[config.mk]
export PLATFORM = sky130hd
export DESIGN_NAME = version_slot_manager_unit
export DESIGN_NICKNAME = d
export VERILOG_FILES = /design/src/design/vsm_pkg.sv /design/src/design/vsm_slot_store.sv /design/src/design/vsm_scan_unit.sv /design/src/design/version_slot_manager_unit.sv
export SDC_FILE = /design/constraint.sdc
export NUM_CORES = 1
export LEC_CHECK = 0
export BUFFER_PORTS_ARGS = -buffer_cell sky130_fd_sc_hd__buf_2
export CAP_MARGIN = 40
export CELL_PAD_IN_SITES_DETAIL_PLACEMENT = 0
export CELL_PAD_IN_SITES_GLOBAL_PLACEMENT = 2
export CORE_UTILIZATION = 25
export DETAILED_ROUTE_END_ITERATION = 10
export GPL_ROUTABILITY_DRIVEN = 0
export PLACE_DENSITY_LB_ADDON = 0.15
export SLEW_MARGIN = 20
export SYNTH_ARGS = -nofsm -noshare
export SYNTH_HDL_FRONTEND = slang
export SYNTH_SLANG_ARGS = --single-unit
[constraint.sdc]
create_clock -name clock -period 6 [get_ports clock]
set_input_delay 0 -clock clock [delete_from_list [all_inputs] [get_ports clock]]
set_output_delay 0 -clock clock [all_outputs]
set_load 0.02 [all_outputs]
[src/design/vsm_pkg.sv]
// Shared constants, codes and control structs of the version slot manager.
package vsm_pkg;

   // Built geometry defaults.
   localparam int SLOTS_DEFAULT         = 16;
   localparam int VERSION_WIDTH_DEFAULT = 32;

   // Smallest number of managed slots, whatever the register holds.
   localparam int MIN_SLOTS = 2;

   // Register reset value and live count ceiling.
   localparam logic [4:0] SLOTS_IN_USE_RESET = 5'd16;
   localparam logic [4:0] LIVE_MAX           = 5'd31;

   // Request actions.
   typedef enum logic [2:0] {
      ACT_CREATE      = 3'd0,
      ACT_FREEZE      = 3'd1,
      ACT_DROP        = 3'd2,
      ACT_DROP_OLDEST = 3'd3,
      ACT_FIND_LATEST = 3'd4
   } action_type;

   // Response status codes.
   typedef enum logic [2:0] {
      ST_OK           = 3'd0,
      ST_RANGE        = 3'd1,
      ST_IMMUTABLE    = 3'd2,
      ST_NO_CANDIDATE = 3'd3,
      ST_NOT_NEWEST   = 3'd4
   } status_type;

   // Control of the slot scan unit.
   typedef struct packed {
      logic       clear;
      logic       sample;
      action_type mode;
   } scan_ctrl_type;

   // Summary flags of a finished scan.
   typedef struct packed {
      logic found;
      logic bad;
      logic two_cand;
   } scan_flags_type;

   // Control of the slot store write port.
   typedef struct packed {
      logic en;
      logic version_en;
      logic writable;
   } wr_ctrl_type;

endpackage

[src/design/vsm_slot_store.sv]
// Slot metadata store: version memory with fill bits and the writable flags.
module vsm_slot_store #(
   parameter int SLOTS         = vsm_pkg::SLOTS_DEFAULT,
   parameter int VERSION_WIDTH = vsm_pkg::VERSION_WIDTH_DEFAULT
) (
   input  logic                        clock,
   input  logic                        reset,
   input  logic [$clog2(SLOTS)-1:0]    rd_addr,
   output logic [VERSION_WIDTH-1:0]    rd_version,
   output logic                        rd_writable,
   input  vsm_pkg::wr_ctrl_type        wr_ctrl,
   input  logic [$clog2(SLOTS)-1:0]    wr_addr,
   input  logic [VERSION_WIDTH-1:0]    wr_version
);

   logic [VERSION_WIDTH-1:0] mem [SLOTS];
   logic [SLOTS-1:0]         filled_ff;
   logic [SLOTS-1:0]         writable_ff;
   logic [VERSION_WIDTH-1:0] rd_raw_ff;
   logic                     rd_filled_ff;
   logic                     rd_writable_ff;

   // Version memory: one write port, one registered read port.
   always_ff @(posedge clock) begin
      if (wr_ctrl.en && wr_ctrl.version_en) begin
         mem[wr_addr] <= wr_version;
      end
      rd_raw_ff      <= mem[rd_addr];
      rd_filled_ff   <= filled_ff[rd_addr];
      rd_writable_ff <= writable_ff[rd_addr];
   end

   // Fill bits and writable flags are cleared at once by reset.
   always_ff @(posedge clock) begin
      if (reset) begin
         filled_ff   <= '0;
         writable_ff <= '0;
      end else if (wr_ctrl.en) begin
         writable_ff[wr_addr] <= wr_ctrl.writable;
         if (wr_ctrl.version_en) begin
            filled_ff[wr_addr] <= 1'b1;
         end
      end
   end

   // An entry never written reads as an empty slot.
   assign rd_version  = rd_filled_ff ? rd_raw_ff : '0;
   assign rd_writable = rd_writable_ff;

endmodule

[src/design/vsm_scan_unit.sv]
// Shared compare unit that folds one slot per cycle into the scan summary.
module vsm_scan_unit #(
   parameter int SLOTS         = vsm_pkg::SLOTS_DEFAULT,
   parameter int VERSION_WIDTH = vsm_pkg::VERSION_WIDTH_DEFAULT
) (
   input  logic                        clock,
   input  logic                        reset,
   input  vsm_pkg::scan_ctrl_type      ctrl,
   input  logic [$clog2(SLOTS)-1:0]    sample_idx,
   input  logic [VERSION_WIDTH-1:0]    sample_version,
   input  logic                        sample_writable,
   input  logic [VERSION_WIDTH-1:0]    counter,
   output logic [$clog2(SLOTS)-1:0]    max_pos,
   output logic [VERSION_WIDTH-1:0]    max_val,
   output logic [$clog2(SLOTS)-1:0]    min_pos,
   output logic [VERSION_WIDTH-1:0]    min_val,
   output vsm_pkg::scan_flags_type     flags
);

   localparam int AW = $clog2(SLOTS);

   logic [AW-1:0]            max_pos_ff;
   logic [VERSION_WIDTH-1:0] max_val_ff;
   logic [AW-1:0]            min_pos_ff;
   logic [VERSION_WIDTH-1:0] min_val_ff;
   logic                     found_ff;
   logic                     found_in;
   logic                     bad_ff;
   logic                     bad_in;
   logic [1:0]               cnt_ff;
   logic [1:0]               cnt_in;
   logic                     cand;
   logic                     min_hit;
   logic                     take_max;
   logic                     take_min;

   // Candidate selection and the three version compares.
   always_comb begin
      if (ctrl.mode == vsm_pkg::ACT_CREATE) begin
         cand    = 1'b1;
         min_hit = sample_version < min_val_ff;
      end else begin
         cand    = (sample_version != '0) && !sample_writable;
         min_hit = sample_version <= min_val_ff;
      end
      take_max = cand && (!found_ff || (sample_version > max_val_ff));
      take_min = cand && (!found_ff || min_hit);
   end

   // Next summary flags.
   always_comb begin
      found_in = found_ff;
      bad_in   = bad_ff;
      cnt_in   = cnt_ff;
      if (ctrl.clear) begin
         found_in = 1'b0;
         bad_in   = 1'b0;
         cnt_in   = '0;
      end else if (ctrl.sample) begin
         if (cand) begin
            found_in = 1'b1;
            if (!cnt_ff[1]) begin
               cnt_in = cnt_ff + 2'd1;
            end
         end
         if ((ctrl.mode == vsm_pkg::ACT_CREATE) && (counter <= sample_version)) begin
            bad_in = 1'b1;
         end
      end
   end

   always_ff @(posedge clock) begin
      if (reset) begin
         found_ff <= 1'b0;
         bad_ff   <= 1'b0;
         cnt_ff   <= '0;
      end else begin
         found_ff <= found_in;
         bad_ff   <= bad_in;
         cnt_ff   <= cnt_in;
      end
   end

   // Running newest and oldest positions with their versions.
   always_ff @(posedge clock) begin
      if (!ctrl.clear && ctrl.sample && !bad_ff) begin
         if (take_max) begin
            max_pos_ff <= sample_idx;
            max_val_ff <= sample_version;
         end
         if (take_min) begin
            min_pos_ff <= sample_idx;
            min_val_ff <= sample_version;
         end
      end
   end

   assign max_pos        = max_pos_ff;
   assign max_val        = max_val_ff;
   assign min_pos        = min_pos_ff;
   assign min_val        = min_val_ff;
   assign flags.found    = found_ff;
   assign flags.bad      = bad_ff;
   assign flags.two_cand = cnt_ff[1];

endmodule

[src/design/version_slot_manager_unit.sv]
// Version slot manager: a sequencer over the slot store and the shared scan unit.
// From request transfer to response valid: create runs scan, drain, decide, write-new and finish
// (write-new is skipped when a slot is not older than the new version), drop-oldest and
// find-latest run scan, drain, decide and finish, freeze and drop run check and finish, range
// errors and unknown actions go straight to finish; the scan reads one managed slot per cycle.
// A new request is taken only once the response is registered. Synchronous reset clears state.
module version_slot_manager_unit #(
   parameter int SLOTS         = vsm_pkg::SLOTS_DEFAULT,
   parameter int VERSION_WIDTH = vsm_pkg::VERSION_WIDTH_DEFAULT
) (
   input  logic        clock,
   input  logic        reset,
   input  logic        csr_valid,
   output logic        csr_ready,
   input  logic [4:0]  csr_slots_in_use,
   input  logic        req_valid,
   output logic        req_ready,
   input  logic [2:0]  req_action,
   input  logic [7:0]  req_slot_index,
   input  logic        req_protect_frozen,
   output logic        rsp_valid,
   input  logic        rsp_ready,
   output logic [2:0]  rsp_status,
   output logic [3:0]  rsp_result_slot,
   output logic [31:0] rsp_result_version,
   output logic        rsp_fresh_value,
   output logic        rsp_copy_valid,
   output logic [3:0]  rsp_copy_source,
   output logic        rsp_evicted,
   output logic        rsp_released_value,
   output logic [4:0]  rsp_live_count
);

   localparam int AW    = $clog2(SLOTS);
   localparam int CNT_W = $clog2(SLOTS + 1);
   localparam int VW    = VERSION_WIDTH;

   typedef enum logic [6:0] {
      S_IDLE      = 7'b0000001,
      S_SCAN      = 7'b0000010,
      S_DRAIN     = 7'b0000100,
      S_DECIDE    = 7'b0001000,
      S_WRITE_NEW = 7'b0010000,
      S_CHECK     = 7'b0100000,
      S_FINISH    = 7'b1000000
   } state_type;

   state_type               state_ff, state_in;
   vsm_pkg::action_type     action_ff, action_in;
   logic [AW-1:0]           idx_ff, idx_in;
   logic                    protect_ff, protect_in;
   logic [AW-1:0]           n_last_ff, n_last_in;
   logic [AW-1:0]           scan_ff, scan_in;
   logic                    sample_ff, sample_in;
   logic [AW-1:0]           sample_idx_ff, sample_idx_in;
   logic [VW-1:0]           counter_ff, counter_in;
   logic [4:0]              live_ff, live_in;
   logic [4:0]              slots_in_use_ff;
   vsm_pkg::status_type     pend_status_ff, pend_status_in;
   logic [AW-1:0]           pend_slot_ff, pend_slot_in;
   logic [VW-1:0]           pend_version_ff, pend_version_in;
   logic                    pend_fresh_ff, pend_fresh_in;
   logic                    pend_cvalid_ff, pend_cvalid_in;
   logic [AW-1:0]           pend_csrc_ff, pend_csrc_in;
   logic                    pend_evict_ff, pend_evict_in;
   logic                    pend_rel_ff, pend_rel_in;
   logic                    rsp_valid_ff, rsp_valid_in;
   logic                    rsp_load;
   logic [2:0]              rsp_status_ff;
   logic [3:0]              rsp_result_slot_ff;
   logic [31:0]             rsp_result_version_ff;
   logic                    rsp_fresh_value_ff;
   logic                    rsp_copy_valid_ff;
   logic [3:0]              rsp_copy_source_ff;
   logic                    rsp_evicted_ff;
   logic                    rsp_released_value_ff;
   logic [4:0]              rsp_live_count_ff;
   logic [CNT_W-1:0]        active;
   logic [AW-1:0]           rd_addr;
   logic [VW-1:0]           rd_version;
   logic                    rd_writable;
   vsm_pkg::wr_ctrl_type    wr_ctrl;
   logic [AW-1:0]           wr_addr;
   logic [VW-1:0]           wr_version;
   vsm_pkg::scan_ctrl_type  scan_ctrl;
   vsm_pkg::scan_flags_type scan_flags;
   logic [AW-1:0]           max_pos;
   logic [VW-1:0]           max_val;
   logic [AW-1:0]           min_pos;
   logic [VW-1:0]           min_val;
   logic [4:0]              live_up;
   logic [4:0]              live_down;

   vsm_slot_store #(
      .SLOTS         (SLOTS),
      .VERSION_WIDTH (VERSION_WIDTH)
   ) u_store (
      .clock       (clock),
      .reset       (reset),
      .rd_addr     (rd_addr),
      .rd_version  (rd_version),
      .rd_writable (rd_writable),
      .wr_ctrl     (wr_ctrl),
      .wr_addr     (wr_addr),
      .wr_version  (wr_version)
   );

   vsm_scan_unit #(
      .SLOTS         (SLOTS),
      .VERSION_WIDTH (VERSION_WIDTH)
   ) u_scan (
      .clock           (clock),
      .reset           (reset),
      .ctrl            (scan_ctrl),
      .sample_idx      (sample_idx_ff),
      .sample_version  (rd_version),
      .sample_writable (rd_writable),
      .counter         (counter_ff),
      .max_pos         (max_pos),
      .max_val         (max_val),
      .min_pos         (min_pos),
      .min_val         (min_val),
      .flags           (scan_flags)
   );

   // The register is clamped between the smallest slot count and the number of slots that are built.
   always_comb begin
      if (slots_in_use_ff < 5'(vsm_pkg::MIN_SLOTS)) begin
         active = CNT_W'(vsm_pkg::MIN_SLOTS);
      end else if (32'(slots_in_use_ff) > SLOTS) begin
         active = CNT_W'(SLOTS);
      end else begin
         active = CNT_W'(slots_in_use_ff);
      end
   end

   // Saturating live count steps.
   assign live_up   = (live_ff < vsm_pkg::LIVE_MAX) ? live_ff + 5'd1 : live_ff;
   assign live_down = (live_ff != 5'd0) ? live_ff - 5'd1 : live_ff;

   assign req_ready = (state_ff == S_IDLE);
   assign csr_ready = 1'b1;
   assign rsp_load  = (state_ff == S_FINISH) && (!rsp_valid_ff || rsp_ready);

   // Sequencer.
   always_comb begin
      state_in        = state_ff;
      action_in       = action_ff;
      idx_in          = idx_ff;
      protect_in      = protect_ff;
      n_last_in       = n_last_ff;
      scan_in         = scan_ff;
      sample_in       = 1'b0;
      sample_idx_in   = scan_ff;
      counter_in      = counter_ff;
      live_in         = live_ff;
      pend_status_in  = pend_status_ff;
      pend_slot_in    = pend_slot_ff;
      pend_version_in = pend_version_ff;
      pend_fresh_in   = pend_fresh_ff;
      pend_cvalid_in  = pend_cvalid_ff;
      pend_csrc_in    = pend_csrc_ff;
      pend_evict_in   = pend_evict_ff;
      pend_rel_in     = pend_rel_ff;
      rsp_valid_in    = rsp_valid_ff && !rsp_ready;
      rd_addr         = scan_ff;
      wr_ctrl         = '0;
      wr_addr         = '0;
      wr_version      = '0;
      scan_ctrl.clear  = 1'b0;
      scan_ctrl.sample = sample_ff;
      scan_ctrl.mode   = action_ff;

      case (state_ff)
         S_IDLE: begin
            // The addressed slot is read here so that freeze and drop can check it next.
            rd_addr = req_slot_index[AW-1:0];
            if (req_valid) begin
               action_in       = vsm_pkg::action_type'(req_action);
               idx_in          = req_slot_index[AW-1:0];
               protect_in      = req_protect_frozen;
               n_last_in       = AW'(active - CNT_W'(1));
               scan_in         = '0;
               scan_ctrl.clear = 1'b1;
               pend_status_in  = vsm_pkg::ST_OK;
               pend_slot_in    = '0;
               pend_version_in = '0;
               pend_fresh_in   = 1'b0;
               pend_cvalid_in  = 1'b0;
               pend_csrc_in    = '0;
               pend_evict_in   = 1'b0;
               pend_rel_in     = 1'b0;
               case (vsm_pkg::action_type'(req_action))
                  vsm_pkg::ACT_CREATE: begin
                     counter_in = counter_ff + VW'(1);
                     state_in   = S_SCAN;
                  end
                  vsm_pkg::ACT_DROP_OLDEST, vsm_pkg::ACT_FIND_LATEST: begin
                     state_in = S_SCAN;
                  end
                  vsm_pkg::ACT_FREEZE, vsm_pkg::ACT_DROP: begin
                     if (32'(req_slot_index) >= 32'(active)) begin
                        pend_status_in = vsm_pkg::ST_RANGE;
                        state_in       = S_FINISH;
                     end else begin
                        state_in = S_CHECK;
                     end
                  end
                  default: begin
                     pend_status_in = vsm_pkg::ST_NO_CANDIDATE;
                     state_in       = S_FINISH;
                  end
               endcase
            end
         end
         S_SCAN: begin
            // One slot read per cycle; its registered data reaches the scan unit in the following cycle.
            sample_in     = 1'b1;
            sample_idx_in = scan_ff;
            if (scan_ff == n_last_ff) begin
               state_in = S_DRAIN;
            end else begin
               scan_in = scan_ff + AW'(1);
            end
         end
         S_DRAIN: begin
            state_in = S_DECIDE;
         end
         S_DECIDE: begin
            state_in = S_FINISH;
            case (action_ff)
               vsm_pkg::ACT_CREATE: begin
                  if (scan_flags.bad) begin
                     pend_status_in = vsm_pkg::ST_NOT_NEWEST;
                  end else begin
                     pend_slot_in    = min_pos;
                     pend_version_in = counter_ff;
                     state_in        = S_WRITE_NEW;
                     if (max_val != '0) begin
                        // Freeze the newest version before the new one is written.
                        wr_ctrl.en     = 1'b1;
                        wr_addr        = max_pos;
                        pend_cvalid_in = 1'b1;
                        pend_csrc_in   = max_pos;
                        if (min_val == '0) begin
                           pend_fresh_in = 1'b1;
                           live_in       = live_up;
                        end else begin
                           pend_evict_in = 1'b1;
                        end
                     end else begin
                        pend_fresh_in = 1'b1;
                        live_in       = live_up;
                     end
                  end
               end
               vsm_pkg::ACT_DROP_OLDEST: begin
                  if (scan_flags.two_cand) begin
                     wr_ctrl.en         = 1'b1;
                     wr_ctrl.version_en = 1'b1;
                     wr_addr            = min_pos;
                     pend_slot_in       = min_pos;
                     if (min_val != '0) begin
                        pend_rel_in = 1'b1;
                        live_in     = live_down;
                     end
                  end else begin
                     pend_status_in = vsm_pkg::ST_NO_CANDIDATE;
                  end
               end
               vsm_pkg::ACT_FIND_LATEST: begin
                  if (scan_flags.found) begin
                     pend_slot_in    = max_pos;
                     pend_version_in = max_val;
                  end else begin
                     pend_status_in = vsm_pkg::ST_NO_CANDIDATE;
                  end
               end
               default: begin
                  pend_status_in = vsm_pkg::ST_NO_CANDIDATE;
               end
            endcase
         end
         S_WRITE_NEW: begin
            wr_ctrl.en         = 1'b1;
            wr_ctrl.version_en = 1'b1;
            wr_ctrl.writable   = 1'b1;
            wr_addr            = pend_slot_ff;
            wr_version         = counter_ff;
            state_in           = S_FINISH;
         end
         S_CHECK: begin
            // The addressed slot's version and flag are valid now.
            state_in = S_FINISH;
            case (action_ff)
               vsm_pkg::ACT_FREEZE: begin
                  if (!rd_writable) begin
                     pend_status_in = vsm_pkg::ST_IMMUTABLE;
                  end else begin
                     wr_ctrl.en      = 1'b1;
                     wr_addr         = idx_ff;
                     pend_slot_in    = idx_ff;
                     pend_version_in = rd_version;
                  end
               end
               vsm_pkg::ACT_DROP: begin
                  if (protect_ff && !rd_writable) begin
                     pend_status_in = vsm_pkg::ST_IMMUTABLE;
                  end else begin
                     wr_ctrl.en         = 1'b1;
                     wr_ctrl.version_en = 1'b1;
                     wr_addr            = idx_ff;
                     pend_slot_in       = idx_ff;
                     if (rd_version != '0) begin
                        pend_rel_in = 1'b1;
                        live_in     = live_down;
                     end
                  end
               end
               default: begin
                  pend_status_in = vsm_pkg::ST_NO_CANDIDATE;
               end
            endcase
         end
         S_FINISH: begin
            if (rsp_load) begin
               rsp_valid_in = 1'b1;
               state_in     = S_IDLE;
            end
         end
         default: begin
            state_in = S_IDLE;
         end
      endcase
   end

   // Control registers.
   always_ff @(posedge clock) begin
      if (reset) begin
         state_ff        <= S_IDLE;
         sample_ff       <= 1'b0;
         counter_ff      <= '0;
         live_ff         <= '0;
         slots_in_use_ff <= vsm_pkg::SLOTS_IN_USE_RESET;
         rsp_valid_ff    <= 1'b0;
      end else begin
         state_ff     <= state_in;
         sample_ff    <= sample_in;
         counter_ff   <= counter_in;
         live_ff      <= live_in;
         rsp_valid_ff <= rsp_valid_in;
         if (csr_valid && csr_ready) begin
            slots_in_use_ff <= csr_slots_in_use;
         end
      end
   end

   // Request fields, scan position and pending result.
   always_ff @(posedge clock) begin
      action_ff       <= action_in;
      idx_ff          <= idx_in;
      protect_ff      <= protect_in;
      n_last_ff       <= n_last_in;
      scan_ff         <= scan_in;
      sample_idx_ff   <= sample_idx_in;
      pend_status_ff  <= pend_status_in;
      pend_slot_ff    <= pend_slot_in;
      pend_version_ff <= pend_version_in;
      pend_fresh_ff   <= pend_fresh_in;
      pend_cvalid_ff  <= pend_cvalid_in;
      pend_csrc_ff    <= pend_csrc_in;
      pend_evict_ff   <= pend_evict_in;
      pend_rel_ff     <= pend_rel_in;
   end

   // Response register: loaded when the output side is free.
   always_ff @(posedge clock) begin
      if (rsp_load) begin
         rsp_status_ff         <= pend_status_ff;
         rsp_result_slot_ff    <= 4'(pend_slot_ff);
         rsp_result_version_ff <= 32'(pend_version_ff);
         rsp_fresh_value_ff    <= pend_fresh_ff;
         rsp_copy_valid_ff     <= pend_cvalid_ff;
         rsp_copy_source_ff    <= 4'(pend_csrc_ff);
         rsp_evicted_ff        <= pend_evict_ff;
         rsp_released_value_ff <= pend_rel_ff;
         rsp_live_count_ff     <= live_ff;
      end
   end

   assign rsp_valid          = rsp_valid_ff;
   assign rsp_status         = rsp_status_ff;
   assign rsp_result_slot    = rsp_result_slot_ff;
   assign rsp_result_version = rsp_result_version_ff;
   assign rsp_fresh_value    = rsp_fresh_value_ff;
   assign rsp_copy_valid     = rsp_copy_valid_ff;
   assign rsp_copy_source    = rsp_copy_source_ff;
   assign rsp_evicted        = rsp_evicted_ff;
   assign rsp_released_value = rsp_released_value_ff;
   assign rsp_live_count     = rsp_live_count_ff;

`ifndef SYNTHESIS
   // A request transfer always starts work on it.
   a_accept_leaves_idle: assert property (@(posedge clock) disable iff (reset)
      req_valid && req_ready |=> state_ff != S_IDLE)
      else $error("request transfer did not leave idle");

   // The scan never runs past the last managed slot.
   a_scan_bound: assert property (@(posedge clock) disable iff (reset)
      state_ff == S_SCAN |-> scan_ff <= n_last_ff)
      else $error("scan position beyond the managed slots");

   // A refused action reports no slot data.
   a_error_clean: assert property (@(posedge clock) disable iff (reset)
      rsp_valid_ff && (rsp_status_ff != vsm_pkg::ST_OK) |->
         (rsp_result_slot_ff == 4'd0) && (rsp_result_version_ff == 32'd0) &&
         !rsp_fresh_value_ff && !rsp_copy_valid_ff && (rsp_copy_source_ff == 4'd0) &&
         !rsp_evicted_ff && !rsp_released_value_ff)
      else $error("error response carries slot data");

   // A copying create either fills an empty slot or evicts, and never releases.
   a_copy_consistent: assert property (@(posedge clock) disable iff (reset)
      rsp_valid_ff && rsp_copy_valid_ff |->
         (rsp_fresh_value_ff || rsp_evicted_ff) && !rsp_released_value_ff)
      else $error("inconsistent create response");

   // The live count can never exceed the built slots.
   a_live_bound: assert property (@(posedge clock) disable iff (reset)
      32'(live_ff) <= SLOTS)
      else $error("live count exceeds built slots");
`endif

endmodule

==> results.md, run 1 <==
* Status: finished clean
* Via density at 4.66
* Critical Path AT at 4.64 ns
* Unrepaired setup endpoints after global routing: false
* Max IR drop VDD at 0.000204 V
* Clock Power Share at 38.7%
* Slew Viols, Final at 0
* PwrDens at 377 nW/um^2
* Internal Power at around 11 mW
* CTS tree: done
* Synth Cell Area at about 34000 sq um
* Placed Cells incl. Taps at 4274
* Synth Area per Inst at 13.9 sq um
* Unique cell type count in the Yosys netlist at 74
* Initial antenna violation count at 8
* Sw Pwr at around 4.5 mW
* Type of the tightest min-delay check: in -> reg
* MaxCap Viol Count at 0
* Max Clock Skew at 0.0390 ns
* Setup crit end kind: flop
* GRT Residual Overflow at 0
* Setup crit end: u_store.mem[3][14]$_DFFE_PP_
* Postcts setup bufs at 0
* Part of the cycle the worst path needs at 70.9%
* Setup violations, final at 0
* Final hold violation count at 0
* Synth warnings at 0
* Pleak at ~15 nW
* Fraction of layout instances using a drive strength above 1 at 14.4%
* First-pass GRT wire length at 153000 microns
* Post-synthesis register bit count at 824
* Core area at 136000 sq um
* Post-synth ARST share at 0%
* Final net count at 2748
* Area growth, synth to finish at 18.6%
* Top-count cell post-synth: edfxtp_1
* # fillers at between 10000 and 15000
* Starting Density at 25.3%
* Slew headroom at 43.3%
* Synth Net Count at approximately 2600
* CTS buffer count at 98
* CTS max path bufs at 3
* Worst R2R Start: action_ff[2]$_DFFE_PP_
* RR Endpoint: u_store.mem[3][14]$_DFFE_PP_
* Die H at 373 microns
* Largest net degree at the start of global routing at 96
* R2R Setup Slk at around 1.7 ns
* Post-synth top cells: 699 x edfxtp_1, 298 x nand2_1, 171 x nand3_1, 125 x dfxtp_1, 119 x inv_1
* Worst-Margin Slew at 0.849 ns
* DP HPWL at 69700 microns
* IO buf count at 75
* CTS H-tree lvls at 3
* Clk sinks at 824
* Worst r2r path cells at 7
* Count of flip-flops with a built-in enable after synthesis at ~700
* Critical path class: reg -> reg
* Clk Latency, worst-skew pair at 0.70 ns
* Synthesized instance count at between 2000 and 2500
* Top cell type by total area after synthesis: edfxtp_1
* Remaining DRCs at 0
* Register share of total power at 44.4%
* Non-filler cells, final at 4483
* Synth top area share at 61.0%
* Die area at 139000 sq um
* Comb pwr share at between 15 and 20%
* Die X at 373 microns
* Overall routing resource usage at 15.0%
* Utilization after layout at 30.0%
* Wire per inst at roughly 23 microns
* Sequential fraction of the synthesis area at 68.2%
* Crit path from: action_ff[2]$_DFFE_PP_
* Worst path required time at ~6.4 ns
* Vias at approximately 21000
* Ys flop type: edfxtp_1
* 1st-iter DRT viols at 1361
* Switching Share at between 20% and 30%
* Post-layout min period at 4.25 ns
* Root buf cell: clkbuf_16
* Max Fclk at 0.235 GHz
* I/O pin cnt at 77
* Critical Path Source Type: flop
* Reg clk slew, reported paths at 0.06 ns
* Final ANT Viol Nets at 0
* Top cells by area, synth: edfxtp_1 61%, dfxtp_1 7.3%, mux4_2 4.4%
* Row count at 135
* Vias in the first global route at 21700
* Setup TNS at 0 ns
* Critical path fanouts, max at 19
* First-pass detailed-route iteration total at 5
* Drt total wl at between 100000 and 150000 microns
* Hold slack at 0.0878 ns
==> metal layers <==
metal / vias up / global-route usage (%) / part of all wire (%) / wire length [microns]
li1: 9696 / - / - / -
met1: 10700 / 20.1 / 46 / 48000
met2: 360 / 24.7 / 48 / 50300
met3: 128 / 2.17 / 3.7 / 3890
met4: 0 / 4.69 / 2.4 / 2530
met5: - / 0 / 0 / 0
==> through the flow <==
stage | worst slack (ns) | power (mW) | instance area (sq um)
2_1_floorplan | 1.01 | 8.41 | 34400
3_3_place_gp | 1.81 | 9.55 | 37200
3_5_place_dp | 1.74 | 9.63 | 37400
4_1_cts | 1.72 | 15.7 | 40800
5_1_grt | 1.48 | 16.1 | 40800
6_report | 1.75 | 15.4 | 40800
==> registers in the layout, summed over array words and instances (netlist names), 16 cells and up <==
| name | cells |
|---|---|
| counter_ff | 32 |
| pend_version_ff | 32 |
| rsp_result_version | 32 |
| u_scan.max_val | 32 |
| u_scan.min_val | 32 |
| u_store.filled_ff | 16 |
| u_store.mem | 512 |
| u_store.rd_raw_ff | 32 |
| u_store.writable_ff | 16 |
==> cells in the final DEF (no fill, tap or decap), drive strengths merged, types with 6 or more instances in the layout <==
cell	Yosys	layout
edfxtp	699	699
nand2	298	298
nand3	171	171
buf	35	134
clkbuf	80	128
dfxtp	125	125
inv	120	125
ha	106	106
nor2	103	103
and2	73	73
mux4	68	68
o21ai	51	51
mux2i	49	49
a21oi	49	49
a211oi	44	44
o31ai	38	38
a22oi	37	37
clkinv	0	37
nor4	34	34
o22ai	33	33
nand4	32	32
a21o	29	29
dlygate4sd3	0	27
xor2	20	20
o21a	19	19
xnor2	18	18
nor3	17	17
and3	13	13
nor2b	12	12
bufinv	0	8
a31oi	8	8
or3	7	7
a221oi	6	6
==> worst max-delay path, stage by stage, from the launching register on <==
cell	delay (ns)
edfxtp_1	0.66
or3_1	0.53
nor2_1	0.52
o2111ai_1	0.31
a22oi_1	0.58
nand2_1	0.38
nor2_4	0.67
buf_12	0.27
==> worst min path at each step <==
stage                             startpoint                     end  cells past startpoint  slack [ns]
after floorplan                req_action[0]  action_ff[0]$_DFFE_PP_                      0         0.1
after global placement    req_protect_frozen    protect_ff$_DFFE_PP_                      1        0.18
after detailed placement  req_protect_frozen    protect_ff$_DFFE_PP_                      1        0.18
after CTS                  req_slot_index[3]     idx_ff[3]$_DFFE_PP_                      2        0.03
after global routing       req_slot_index[3]     idx_ff[3]$_DFFE_PP_                      2        0.08
final                      req_slot_index[3]     idx_ff[3]$_DFFE_PP_                      2        0.09
==> cell type report <==
type / instances / area (sq um) / area share, %
Clock inverter: 53 / 524 / 1.28
Sequential cell: 824 / 23500 / 57.6
Inverter: 120 / 450 / 1.10
Antenna cell: 1 / 2.50 / 0.00613
Timing Repair Buffer: 161 / 1260 / 3.08
Multi-Input combinational cell: 1415 / 10200 / 25.0
Tap cell: 1781 / 2230 / 5.46
Clock buffer: 128 / 2670 / 6.53
==> kinds of logic after synthesis <==
group	Yosys count	synth area share (%)
multiplexers	119	5.94
AO/OA/AOI/OAI	362	7.31
other	1	0.0109
flip-flops	824	68.2
XOR/XNOR	38	0.967
buffers and inverters	235	2.70
adder cells (fa/ha/maj)	106	3.85
AND/OR/NAND/NOR	789	11.0
==> repair_timing <==
| item | CTS | global route |
|---|---|---|
| hold endpoints to repair | 31 | 0 |
| resized for setup | 0 | 0 |
| hold buffers | 27 | 0 |
| setup endpoints to repair | 0 | 0 |
==> power groups by stage <==
stage,Sequential (mW),Clock (mW),Combinational [mW]
finish,6.82,5.94,2.61
global route,6.85,6.34,2.88
CTS,6.83,6.16,2.70
detailed placement,6.95,0,2.68
global placement,6.95,0,2.60
floorplan,6.76,0,1.65
Power figures use the tool's default switching activity.
==> run 2, diff against run 1 <==
Settings changed: ABC_AREA set to 1.
Clock period 6 ns to 3.9 ns, I/O delays scaled along.
==> results.md, run 2 <==
* Status: finished clean
* CTS max path bufs at 3 (unchanged)
* CTS tree: done
* Core area at 140000 sq um (+2.7%)
* Largest register FFs at 512 (unchanged)
* Largest net degree at the start of global routing at 137 (+43%)
* Count of flip-flops with a built-in enable after synthesis at 699 (unchanged)
* Synth Area in Adders at 3.76% (-0.093 points)
* Starting Density at 25.2% (-0.068 points)
* Reg with most FFs: u_store.mem
* DP HPWL at 78600 microns (+13%)
* Fraction of layout instances using a drive strength above 1 at 11.5% (-2.8 points)
* Initial antenna violation count at 6 (-2)
* CP delay by family, top: simple AND/OR/NAND/NOR gates
* # fillers at 14200 (+5.5%)
* GRT Residual Overflow at 0 (unchanged)
* Synth Area per Inst at 11.5 sq um (-18%)
* CP max-delay cell: inv_2
* Drt total wl at 117000 microns (+12%)
* Hold Crit Depth at 2 (unchanged)
* Setup TNS at 0 ns (unchanged)
* Root buf cell: clkbuf_16
* Top-count cell post-synth: edfxtp_1
* Part of the cycle the worst path needs at 84.3% (+13 points)
* Clk sinks at 824 (unchanged)
* Max Clock Skew at 0.0315 ns (-0.00751 ns)
* Final hold violation count at 0 (unchanged)
* Worst path required time at 4.29 ns (-2.10 ns)
* Critical path fanouts, max at 20 (+1)
* Final ANT Viol Nets at 0 (unchanged)
* Post-synthesis compound-gate area fraction at 12.4% (+5.1 points)
* Slew Viols, Final at 0 (unchanged)
* Critical Path Source Type: flop
* Utilization after layout at 30.1% (+0.090 points)
* Post-synth top cells: 699 x edfxtp_1, 387 x nor2_1, 376 x nand2_1, 296 x o21ai_0, 263 x inv_1
* Postcts setup bufs at 0 (unchanged)
* Row count at 137 (+1.5%)
* Via density at 4.64 (-0.32%)
* Post-CTS Hold Buffers at 31 (+15%)
* R2R Setup Slk at 0.61 ns (-1.14 ns)
* Most frequent cells in the layout: 699 x edfxtp_1, 382 x nor2_1, 376 x nand2_1, 296 x o21ai_0, 250 x inv_1
* Synthesized instance count at 3076 (+24%)
* Max IR drop VDD at 0.000342 V (+68%)
* Overall routing resource usage at 16.3% (+1.4 points)
* Unique cell type count in the Yosys netlist at 51 (-31%)
* First-pass detailed-route iteration total at 5 (unchanged)
* CTS buffer count at 95 (-3.1%)
* Largest family of logic cells by synthesized area: compound AO/OA/AOI/OAI gates
* CP cell instances: inv_1 -> nand2_1 -> nor2_1 -> nand2_1 -> nor2_1 -> nand2_1 -> nand3_1 -> nand2_1 -> a21oi_1 -> nand2_1 -> nor2_1 -> nand2_1 -> inv_2 -> buf_12
* Area share of and/or/nand/nor cells after synthesis at 11.8% (+0.86 points)
* Sequential fraction of the synthesis area at 66.6% (-1.6 points)
* Die X at 378 microns (+1.2%)
* Setup violations, final at 0 (unchanged)
* Synth Net Count at 3204 (+23%)
* Top cell type by total area after synthesis: edfxtp_1
* Post-synth ARST share at 0% (unchanged)
* Post-synthesis register bit count at 824 (unchanged)
* Area growth, synth to finish at 19.3%
* Wire per inst at 22.4 microns (-3.9%)
* Die H at 378 microns (+1.2%)
* Final instance area at 42100 sq um (+3.0%)
* Setup crit end kind: flop
* Unrepaired setup endpoints after global routing: false
* PwrDens at 592 nW/um^2 (+57%)
* CP peak stage delay at 0.39 ns (-0.28 ns)
* Die area at 143000 sq um (+2.5%)
* Post-CTS resize count at 0 (unchanged)
* CP most frequent cell: nand2_1
* Worst R2R Start: u_scan.max_val[25]$_DFFE_PP_
* Hold Crit Endpoint: protect_ff$_DFFE_PP_
* Hold Startpoint: req_protect_frozen
* Post-layout min period at 3.29 ns (-0.964 ns)
* IO buf count at 75 (unchanged)
* Mux contribution to synthesized area at 0% (-5.9 points)
* Synth Cell Area at 35300 sq um (+2.5%)
* Worst r2r path cells at 14 (+7)
* Type of the tightest min-delay check: in -> reg
* Commonest non-fill, non-tap cell in the layout: edfxtp_1
* Critical Path AT at 3.68 ns (-0.96 ns)
* RR Endpoint: u_store.mem[7][25]$_DFFE_PP_
* Remaining DRCs at 0 (unchanged)
* Ys flop type: edfxtp_1
* 1st-iter DRT viols at 1801 (+32%)
* Clk Latency, worst-skew pair at 0.70 ns (about the same)
* Worst-Margin Slew at 0.820 ns (-0.0283 ns)
* Critical path class: reg -> reg
* First-pass GRT wire length at 171000 microns (+12%)
* CTS H-tree lvls at 3 (unchanged)
* Vias at 24200 (+16%)
* Worst path bufs/invs at 3 (+2)
* Synth warnings at 0 (unchanged)
* Pleak at 15.0 nW (+0.84%)
* Max Fclk at 0.304 GHz (+29%)
* Vias in the first global route at 24600 (+14%)
* Synth top area share at 59.5% (-1.5 points)
* Reg clk slew, reported paths at 0.07 ns (about the same)
* XOR/XNOR Fraction of Synth Area at 0.670% (-0.30 points)
* Top cells by area, synth: edfxtp_1 60%, dfxtp_1 7.1%, o21ai_0 4.2%
* Final net count at 3380 (+23%)
* Slew headroom at 45.3% (+2.0 points)
* MaxCap Viol Count at 0 (unchanged)
* Hold slack at 0.0829 ns (-0.00492 ns)
* I/O pin cnt at 77 (unchanged)
* Placed Area at 38600 sq um (+3.3%)
-- run 2: changes by cell type after synthesis, sizes merged, moves of 72 or more --
cell	before	now
inv	120	268
and2	73	1
o221ai	2	102
nor2	103	391
nand2	298	378
o211ai	4	79
o21ai	51	332
-- run 2: cell families (layout without fill, tap and decap cells) --
family	count (synthesis)	in the layout
and+or+nand+nor	992	992
buffers and inverters	415	671
adders and majority gates	106	106
DFF	824	824
xor gates and xnor gates	27	27
AOI/OAI and AO/OA	711	711
other	1	4
-- run 2: worst max path at each step --
stage,from,endpoint,slack (ns),depth (start not counted)
final,u_scan.max_val[25]$_DFFE_PP_,u_store.mem[7][25]$_DFFE_PP_,0.61,14
after global routing,u_scan.max_val[24]$_DFFE_PP_,u_store.mem[14][23]$_DFFE_PP_,0.34,14
after CTS,u_scan.max_val[25]$_DFFE_PP_,u_store.mem[7][7]$_DFFE_PP_,0.52,14
after detailed placement,u_scan.max_val[25]$_DFFE_PP_,u_store.mem[7][28]$_DFFE_PP_,0.52,14
after global placement,u_scan.max_val[24]$_DFFE_PP_,u_store.mem[7][28]$_DFFE_PP_,0.45,14
after floorplan,u_store.rd_filled_ff$_DFF_P_,u_scan.min_pos[0]$_DFFE_PP_,0.06,10
-- run 2: where the power goes --
group	total [mW]	switching (mW)	internal (mW)
Sequential	10.2	0.237	10.0
Clock	9.05	3.77	5.28
Combinational	5.62	4.04	1.57
-- run 2: layout make-up --
type / count / area (sq um) / share of cell area, %
flip-flops and latches: 824 / 23500 / 55.8
multi-input cells: 1837 / 10200 / 24.3
clock buffers: 120 / 2530 / 6.02
well taps: 1876 / 2350 / 5.58
repair buffers: 224 / 1850 / 4.39
inverters: 270 / 1020 / 2.42
clock inverters: 57 / 608 / 1.45
diodes: 3 / 7.51 / 0.0178
-- run 2: per-stage QoR --
| step | power (mW) | worst slack, ns | cells |
|---|---|---|---|
| floorplan | 13.6 | 0.0596 | 3076 |
| global placement | 16.1 | 0.454 | 4998 |
| detailed placement | 16.1 | 0.519 | 4999 |
| CTS | 25.3 | 0.520 | 5207 |
| global route | 26.2 | 0.340 | 5208 |
| finish | 24.9 | 0.612 | 5211 |
-- run 2: metal layers --
layer  up-vias  track usage, %  part of all wire, %
met4         2            4.49                  2.0
met3       135            2.95                  4.5
met1     12100            22.2                   47
li1      11400               -                    -
met5         -               0                0.011
met2       494            26.5                   46
==> run 3, diff against run 2 <==
Clock period 3.9 ns to 3.3 ns, I/O delays scaled along.
==> results.md, run 3 (same netlist as run 2, synthesis figures left out) <==
* Max Clock Skew at 0.0206 ns (-0.0109 ns)
* Status: finished clean
* Die area at 143000 sq um (unchanged)
* Largest register FFs at 512 (unchanged)
* Most frequent cells in the layout: 699 x edfxtp_1, 382 x nor2_1, 372 x nand2_1, 296 x o21ai_0, 250 x inv_1
* Final net count at 3423 (+1.3%)
* Clock Power Share at 36.0% (-0.3 points)
* Setup TNS at 0 ns (unchanged)
* PwrDens at 694 nW/um^2 (+17%)
* Die H at 378 microns (unchanged)
* Critical Path AT at 3.53 ns (-0.15 ns)
* Worst path required time at 3.68 ns (-0.61 ns)
* Slew headroom at 45.1% (-0.21 points)
* Total Power at 29.6 mW (+19%)
* CP max-delay cell: edfxtp_1
* Pre-CTS setup slack at 0.0855 ns (-0.434 ns)
* Max IR drop VDD at 0.000398 V (+16%)
* Placed Area at 39100 sq um (+1.3%)
* IO buf count at 75 (unchanged)
* CTS buffer count at 99 (+4.2%)
* CTS H-tree lvls at 3 (unchanged)
* Remaining DRCs at 0 (unchanged)
* # fillers at 14200 (-0.38%)
* Overall routing resource usage at 16.4% (+0.035 points)
* First-pass detailed-route iteration total at 5 (unchanged)
* Reg clk slew, reported paths at 0.06 ns (about the same)
* GRT Residual Overflow at 0 (unchanged)
* Max Fclk at 0.318 GHz (+4.5%)
* Setup violations, final at 0 (unchanged)
* Internal Power at 20.0 mW (+19%)
* MaxCap Viol Count at 0 (unchanged)
* I/O pin cnt at 77 (unchanged)
* Final ANT Viol Nets at 0 (unchanged)
* Final hold violation count at 0 (unchanged)
* CP cell instances: nor2_1 -> nand4_1 -> nor2_1 -> buf_4 -> nand2_1 -> nand3_1 -> nand2_1 -> a21oi_1 -> nand2_1 -> nor2_1 -> nand2_1 -> inv_2 -> buf_12
* Clk Latency, worst-skew pair at 0.71 ns (about the same)
* Slew Viols, Final at 0 (unchanged)
* Worst-Margin Slew at 0.823 ns (+0.00322 ns)
* CTS max path bufs at 3 (unchanged)
* Unrepaired setup endpoints after global routing: false
* Drt total wl at 116000 microns (-0.45%)
* Final worst slack at 0.153 ns (-0.459 ns)
* Die X at 378 microns (unchanged)
* Via density at 4.63 (-0.19%)
* Largest net degree at the start of global routing at 83 (-39%)
* DP HPWL at 77800 microns (-1.0%)
* 1st-iter DRT viols at 1808 (+0.39%)
* Core area at 140000 sq um (unchanged)
* Final instance area at 42600 sq um (+1.2%)
* Pleak at 15.2 nW (+1.6%)
* CP delay by family, top: simple AND/OR/NAND/NOR gates
* Fraction of layout instances using a drive strength above 1 at 12.3% (+0.80 points)
* Reg with most FFs: u_store.mem
* Area growth, synth to finish at 20.7%
* Vias at 24300 (+0.60%)
* Clk sinks at 824 (unchanged)
* Register share of total power at 40.9% (-0.2 points)
* Critical path class: reg -> reg
* Switching Share at 32.3% (-0.070 points)
* CP most frequent cell: nand2_1
* Starting Density at 25.2% (unchanged)
* Wire per inst at 22.2 microns (-1.2%)
* Initial antenna violation count at 7 (+1)
* First-pass GRT wire length at 172000 microns (+0.52%)
* Vias in the first global route at 24900 (+1.3%)
* Comb pwr share at 23.1% (+0.5 points)
* Setup crit end kind: flop
* Post-layout min period at 3.15 ns (-0.141 ns)
* CTS tree: done
* Postcts setup bufs at 0 (unchanged)
* Non-filler cells, final at 5252 (+0.79%)
* Row count at 137 (unchanged)
* Part of the cycle the worst path needs at 95.4% (+11 points)
* Commonest non-fill, non-tap cell in the layout: edfxtp_1
* Type of the tightest min-delay check: in -> reg
* Sw Pwr at 9.54 mW (+18%)
* Critical Path Source Type: flop
* ANT cells at 0 (-3)
* Worst path bufs/invs at 3 (unchanged)
* Placed Cells incl. Taps at 5037 (+0.76%)
* Critical path fanouts, max at 32 (+60%)
* Root buf cell: clkbuf_16
* CP peak stage delay at 0.47 ns (+0.08 ns)
-- run 3: timing repair --
| action | CTS | global route |
|---|---|---|
| hold buffers | 33 | 0 |
| gates resized for setup | 0 | 6 |
| hold endpoints to repair | 89 | 0 |
| setup endpoints to repair | 0 | 333 |
-- run 3: final timing paths --
| check | to | cells past startpoint | slack (ns) | from |
|---|---|---|---|---|
| max | u_store.mem[10][28]$_DFFE_PP_ | 13 | 0.15 | u_scan.max_val[15]$_DFFE_PP_ |
| min | idx_ff[1]$_DFFE_PP_ | 2 | 0.08 | req_slot_index[1] |
| max reg2reg | u_store.mem[10][28]$_DFFE_PP_ | 13 | 0.15 | u_scan.max_val[15]$_DFFE_PP_ |
| min reg2reg | rsp_result_version[14]$_DFFE_PP_ | 0 | 0.41 | pend_version_ff[14]$_SDFFCE_PP0P_ |
-- run 3: through the flow --
stage	hold slack (ns)	util, %
after floorplan	0.0989	-
after global placement	0.204	28.0
after detailed placement	0.205	28.0
after CTS	0.0198	30.5
after global routing	0.0650	30.5
final	0.0814	30.5
-- run 3: final cells by class --
class | count | area, sq um | share of cell area (%)
Multi-Input combinational cell | 1837 | 10200 | 24.0
Timing Repair Buffer | 263 | 2380 | 5.59
Sequential cell | 824 | 23500 | 55.2
Clock buffer | 131 | 2640 | 6.19
Clock inverter | 51 | 482 | 1.13
Tap cell | 1876 | 2350 | 5.51
Inverter | 270 | 1020 | 2.40
-- run 3: routing by layer --
| layer | vias to the layer above | GRT usage (%) | part of all wire (%) |
|---|---|---|---|
| li1 | 11500 | - | - |
| met1 | 12200 | 22.7 | 47 |
| met2 | 470 | 26.6 | 47 |
| met3 | 128 | 2.12 | 3.8 |
| met4 | 0 | 4.56 | 2.0 |
| met5 | - | 0 | 0 |
-- run 3: power by group through the flow --
stage | clock network, mW | registers (mW) | logic, mW
after global placement | 0 | 12.3 | 6.92
after detailed placement | 0 | 12.3 | 6.92
after floorplan | 0 | 12.2 | 3.92
after CTS | 11.0 | 12.1 | 6.98
final | 10.6 | 12.1 | 6.84
after global routing | 11.3 | 12.1 | 7.61
